**config.mk**
```make
export PLATFORM = sky130hd
export DESIGN_NAME = tcw_ctrl
export DESIGN_NICKNAME = d
export VERILOG_FILES = /design/src/rtl/text_console_writer_defines.svh /design/src/rtl/tcw_pkg.sv /design/src/rtl/tcw_ctrl.sv
export SDC_FILE = /design/constraint.sdc
export NUM_CORES = 1
export LEC_CHECK = 0
export ABC_CLOCK_PERIOD_IN_PS = 1650
export BUFFER_PORTS_ARGS = -buffer_cell sky130_fd_sc_hd__buf_2
export CAP_MARGIN = 20
export CORE_AREA = 2 2 39 41
export CTS_BUF_LIST = sky130_fd_sc_hd__clkbuf_4
export CTS_CLUSTER_SIZE = 28
export DETAILED_ROUTE_END_ITERATION = 12
export DIE_AREA = 0 0 41 43
export HOLD_SLACK_MARGIN = 0.12
export MAX_ROUTING_LAYER = met4
export REMOVE_ABC_BUFFERS = 1
export SETUP_SLACK_MARGIN = 0.1
export SLEW_MARGIN = 20
export SYNTH_ARGS = -nofsm -noshare
export SYNTH_HDL_FRONTEND = slang
export SYNTH_SLANG_ARGS = --single-unit
```
**constraint.sdc**
```tcl
create_clock -name clk -period 1.65 [get_ports clk]
set_input_delay 0.0825 -clock clk [delete_from_list [all_inputs] [get_ports clk]]
set_output_delay 0.0825 -clock clk [all_outputs]
set_load 0.05 [all_outputs]
```
**src/rtl/text_console_writer_defines.svh**
```systemverilog
// Assertion macros for the text console writer.
// Included by the top level; needs no other file.
`ifndef TEXT_CONSOLE_WRITER_DEFINES_SVH
`define TEXT_CONSOLE_WRITER_DEFINES_SVH
`ifndef ASSERT_OFF
`define ASSERT_IMPLY(label, clk, rst, ante, cons) \
  label: assert property (@(posedge clk) disable iff (rst) (ante) |-> (cons)) \
    else $error("text console writer: same-cycle check failed");
`define ASSERT_NEXT(label, clk, rst, ante, cons) \
  label: assert property (@(posedge clk) disable iff (rst) (ante) |=> (cons)) \
    else $error("text console writer: next-cycle check failed");
`else
`define ASSERT_IMPLY(label, clk, rst, ante, cons)
`define ASSERT_NEXT(label, clk, rst, ante, cons)
`endif
`endif

```
**src/rtl/tcw_pkg.sv**
```systemverilog
// Shared types and constants for the text console writer.
// No dependencies; used by every module of the block.
`default_nettype none
package tcw_pkg;

  localparam int DEF_ROWS    = 25;
  localparam int DEF_COLUMNS = 80;

  localparam logic [1:0] OP_PUT   = 2'd0;
  localparam logic [1:0] OP_CLEAR = 2'd1;
  localparam logic [1:0] OP_READ  = 2'd2;

  localparam logic [7:0]  NEWLINE_CHAR    = 8'h0a;
  localparam logic [7:0]  BLANK_CHAR      = 8'h20;
  localparam logic [7:0]  RESET_ATTRIBUTE = 8'h0f;
  localparam logic [15:0] RESET_BLANK     = {RESET_ATTRIBUTE, BLANK_CHAR};

  typedef struct packed {
    logic [1:0]  opcode;
    logic [7:0]  char_code;
    logic [10:0] cell_index;
  } item_word_t;

  typedef struct packed {
    logic [4:0]  cursor_row;
    logic [6:0]  cursor_column;
    logic [15:0] cell_data;
  } result_word_t;

  typedef struct packed {
    logic capture;
    logic write_char;
    logic advance_col;
    logic next_row;
    logic home;
    logic sweep_start;
    logic sweep_copy;
    logic sweep_step;
    logic read_cell;
    logic load_result;
    logic result_cell;
  } tcw_cmd_t;

  typedef struct packed {
    logic [1:0] op;
    logic       newline;
    logic       idx_ok;
    logic       last_col;
    logic       last_row;
    logic       sweep_last;
    logic       write_pending;
  } tcw_status_t;

endpackage
`default_nettype wire

```
**src/rtl/tcw_ctrl.sv**
```systemverilog
// Controller state machine of the text console writer.
// Depends on tcw_pkg; drives the datapath by tcw_cmd_t.
`default_nettype none
module tcw_ctrl
  import tcw_pkg::*;
(
  input  wire logic        clk,
  input  wire logic        rst,
  input  wire logic        item_valid,
  output logic             item_stall,
  output logic             result_valid,
  input  wire logic        result_stall,
  input  wire tcw_status_t sts,
  output tcw_cmd_t         cmd
);

  localparam logic [2:0] S_INIT   = 3'd0;
  localparam logic [2:0] S_IDLE   = 3'd1;
  localparam logic [2:0] S_EXEC   = 3'd2;
  localparam logic [2:0] S_SWEEP  = 3'd3;
  localparam logic [2:0] S_FINISH = 3'd4;

  logic [2:0] state;
  logic [2:0] state_next;

  // start a scroll sweep
  function automatic tcw_cmd_t with_scroll(input tcw_cmd_t c);
    tcw_cmd_t r;
    r = c;
    r.sweep_start = 1'b1;
    r.sweep_copy  = 1'b1;
    return r;
  endfunction

  always_comb begin
    cmd        = '0;
    state_next = state;
    item_stall = 1'b1;
    case (state)
      S_INIT: begin
        cmd.sweep_step = 1'b1;
        if (sts.sweep_last) state_next = S_IDLE;
      end
      S_IDLE: begin
        item_stall = 1'b0;
        if (item_valid) begin
          cmd.capture = 1'b1;
          state_next  = S_EXEC;
        end
      end
      S_EXEC: begin
        state_next = S_FINISH;
        case (sts.op)
          OP_PUT: begin
            if (sts.newline) begin
              cmd.next_row = 1'b1;
              if (sts.last_row) begin
                cmd        = with_scroll(cmd);
                state_next = S_SWEEP;
              end
            end else begin
              cmd.write_char = 1'b1;
              if (sts.last_col) begin
                cmd.next_row = 1'b1;
                if (sts.last_row) begin
                  cmd        = with_scroll(cmd);
                  state_next = S_SWEEP;
                end
              end else begin
                cmd.advance_col = 1'b1;
              end
            end
          end
          OP_CLEAR: begin
            cmd.home        = 1'b1;
            cmd.sweep_start = 1'b1;
            state_next      = S_SWEEP;
          end
          OP_READ: cmd.read_cell = 1'b1;
          default: state_next = S_FINISH;
        endcase
      end
      S_SWEEP: begin
        cmd.sweep_step = 1'b1;
        if (sts.sweep_last) state_next = S_FINISH;
      end
      S_FINISH: begin
        if (!result_valid || !result_stall) begin
          cmd.load_result = 1'b1;
          cmd.result_cell = (sts.op == OP_READ) && sts.idx_ok;
          state_next      = S_IDLE;
        end
      end
      default: state_next = S_IDLE;
    endcase
  end

  always_ff @(posedge clk) begin
    if (rst) begin
      state        <= S_INIT;
      result_valid <= 1'b0;
    end else begin
      state <= state_next;
      if (cmd.load_result) begin
        result_valid <= 1'b1;
      end else if (!result_stall) begin
        result_valid <= 1'b0;
      end
    end
  end

endmodule
`default_nettype wire

```
==> results.py <==
metrics = {
    "setup_path": {
        "r2r_start": "state[0]$_SDFFE_PP0P_",
        "reg2reg_slack_ns": 0.46,
        "worstPathCellList": "inv_1, or3_2, buf_2",
        "slowest_delay_ns": 0.46,
        "worstPathMaxFanout": 8,
        "crit_family": "simple AND/OR/NAND/NOR gates",
        "arrival_ns": 1.40,
        "worst-path-buf-inv": 2,
        "start_kind": "register",
        "r2r_cells": 3,
        "worst_ep_required_time_ns": 1.57,
        "critical_path_class": "register to primary output",
        "rr_endpoint": "state[2]$_SDFFE_PP0P_",
        "cpMaxStageDelayCell": "or3_2",
        "endpoint_kind": "primary output",
    },
    "cts": {
        "clock-sinks": 4,
        "htree_levels": 1,
        "cts_root_buf": "clkbuf_4",
        "clockBufferDepth": 2,
        "clk_pin_slew_worst_paths_ns": 0.04,
        "clk_latency_ns": 0.23,
        "numCtsBuffers": 3,
        "cts_tree": "yes",
    },
    "timing": {
        "fin_crit_sh": 0.897,
        "worst_hold_slack_ns": 0.178,
        "slew_viol_final": 0,
        "finalCriticalPeriod_ns": 1.48,
        "skew_ns": 0.000446,
        "worstMarginPinSlew_ns": 0.421,
        "relSlewSlack": 0.712,
        "rsz0062_at_grt": "yes",
        "fin_ws_ns": 0.170,
        "finalSetupViolations": 0,
        "timing.fmax_ghz": 0.676,
        "hold_violations": 0,
    },
    "power": {
        "leakage_nw": 0.265,
        "p_int_mw": 0.240,
        "p_sw_mw": 0.138,
        "peakVddDrop_uv": 146,
        "switching_share": 0.365,
        "power_density_nw_per_um2": 673,
        "pwr-share-seq": 0.310,
        "combPwrFrac": 0.375,
        "p_clk_frac": 0.315,
    },
    "detailed_routing": {
        "dr.pass1.iters": 2,
        "detail_route.iter0.violations": 5,
        "viasPerCell": 4.98,
        "drc": 0,
        "wire_per_inst_um": 10.5,
        "ant_nets": 0,
        "vias": 458,
        "routed_wl_um": 970,
    },
    "min_path": {
        "min_from": "result_stall",
        "hold_end": "result_valid$_SDFFE_PP0P_",
        "min_delay_path_depth": 3,
        "min_path_type": "input port to register",
    },
    "die": {
        "num_io_pins": 25,
        "start_util": 0.272,
        "rows": 14,
        "die_y_um": 43,
        "coreArea_um2": 1380,
        "dieArea_um2": 1760,
        "die_x_um": 41,
    },
    "finish": {
        "areaGrowthSynthToFinish_pct": 49.2,
        "final_common_cell": "buf_2",
        "drive_gt1_frac": 0.500,
        "antenna_cells": 0,
        "finalNetCount": 90,
        "nFillCells": 169,
        "final_util": 0.406,
        "final_cell_mix": "17 x buf_2, 6 x nor2_1, 6 x clkbuf_4, 5 x buf_4",
    },
    "synthesis": {
        "syn_area_per_cell_um2": 7.69,
        "seq_area_frac_synth": 0.213,
        "synth_top_area_cell": "dfxtp_1",
        "synth_top_cell_area_share": 0.213,
        "synthDistinctLibCells": 29,
        "synth_area_leaders": "dfxtp_1 21%, nor2_1 6.0%, a21oi_1 4.0%, a311oi_2 4.0%, nand3b_1 4.0%",
        "yosys_warnings": 0,
        "syn_inst": 49,
        "ys_seq_elements": 4,
        "syn-cell-area_um2": 377,
    },
    "run_status": {
        "status": "completed",
    },
    "grt": {
        "antenna_found_initial": 0,
        "grt_pass1_wl_mm": 1.52,
        "overflow": 0,
        "grt_usage": 0.127,
        "grt_pass1_vias": 384,
        "grt_max_degree": 11,
    },
    "flow_run": {
        "maxCapViolCount": 0,
    },
    "placed_design": {
        "gp_congestion": 0.723,
        "hpwl_um": 744,
        "dp_slack_ns": 0.244,
        "portBuffers": 23,
    },
}
==> synth_stat cells <==
cell type and instances:
nor2_1 6, dfxtp_1 4, a21oi_1 3, inv_1 3
nand2_1 3, and3_1 2, nand3b_1 2, nor2_2 2
nor2b_1 2, o211ai_1 2, o21ai_0 2, a2111oi_0 1
a22o_2 1, a311oi_1 1, a311oi_2 1, and2b_2 1
buf_2 1, buf_6 1, nand2b_1 1, nand4_1 1
nor2b_4 1, nor3_1 1, nor4b_1 1, nor4bb_1 1
o21a_1 1, o21bai_1 1, o311a_1 1, or3_2 1
xor2_1 1
==> per-stage QoR <==
step	total power, mW	area, um^2	std cells	TNS [ns]
6_report	0.378	562	92	0
5_1_grt	0.403	562	92	0
4_1_cts	0.383	541	91	0
3_5_place_dp	0.255	503	87	0
3_3_place_gp	0.255	503	87	0
2_1_floorplan	0.211	360	47	-1.60
==> power groups by stage <==
stage	Combinational [mW]	Sequential (mW)	Clock, mW
6_report	0.142	0.117	0.119
5_1_grt	0.156	0.118	0.129
4_1_cts	0.140	0.117	0.126
3_5_place_dp	0.138	0.118	0
3_3_place_gp	0.137	0.117	0
2_1_floorplan	0.0940	0.117	0
==> flip-flops by register name, summed over array words and instances, names as in the netlist <==
register,cells
state,3
result_valid,1
==> worst max path at each step <==
stage / start / to / slack [ns] / cells past startpoint
after floorplan: state[0]$_SDFFE_PP0P_ / cmd[0] / -0.71 / 3
after global placement: state[1]$_SDFFE_PP0P_ / cmd[8] / 0.26 / 4
after detailed placement: state[1]$_SDFFE_PP0P_ / cmd[8] / 0.24 / 4
after CTS: state[2]$_SDFFE_PP0P_ / cmd[8] / 0.08 / 4
after global routing: state[1]$_SDFFE_PP0P_ / cmd[8] / 0.06 / 4
final: state[0]$_SDFFE_PP0P_ / item_stall / 0.17 / 3
==> worst reg2reg max path: cells and delay by family, from the launching register on <==
family / cells / cell delay (ns)
AOI/OAI and AO/OA: 2 / 0.61
buffers and inverters: 1 / 0.08
DFF: 1 / 0.41
==> cells by family after synthesis <==
family | count (synthesis) | synth area share
AOI/OAI and AO/OA | 14 | 0.286
DFF | 4 | 0.213
and+or+nand+nor | 25 | 0.405
xor gates and xnor gates | 1 | 0.0233
buffers and inverters | 5 | 0.0731
==> what timing repair did <==
action | CTS | global route
endpoints found under the hold margin | 4 | 0
hold buffers | 1 | 0
gates resized for setup | 3 | 8
setup endpoints to repair | 8 | 7
buffers inserted | 0 | 1
==> final cells by class <==
cell class / instances / area [um^2] / area share
Tap cell: 16 / 20.0 / 0.0356
Clock buffer: 3 / 22.5 / 0.0401
Timing Repair Buffer: 26 / 155 / 0.276
Multi-Input combinational cell: 40 / 269 / 0.479
Sequential cell: 4 / 83.8 / 0.149
Inverter: 3 / 11.3 / 0.0200
==> layer usage <==
layer,wire [um],share of wire,vias up,GRT usage
met3,64,0.066,4,0
li1,-,-,236,-
met2,439,0.45,19,0.175
met1,438,0.45,199,0.168
met4,29,0.030,0,0.100
met5,0,0,-,-
Note: power is estimated with default switching activity, not from simulation.
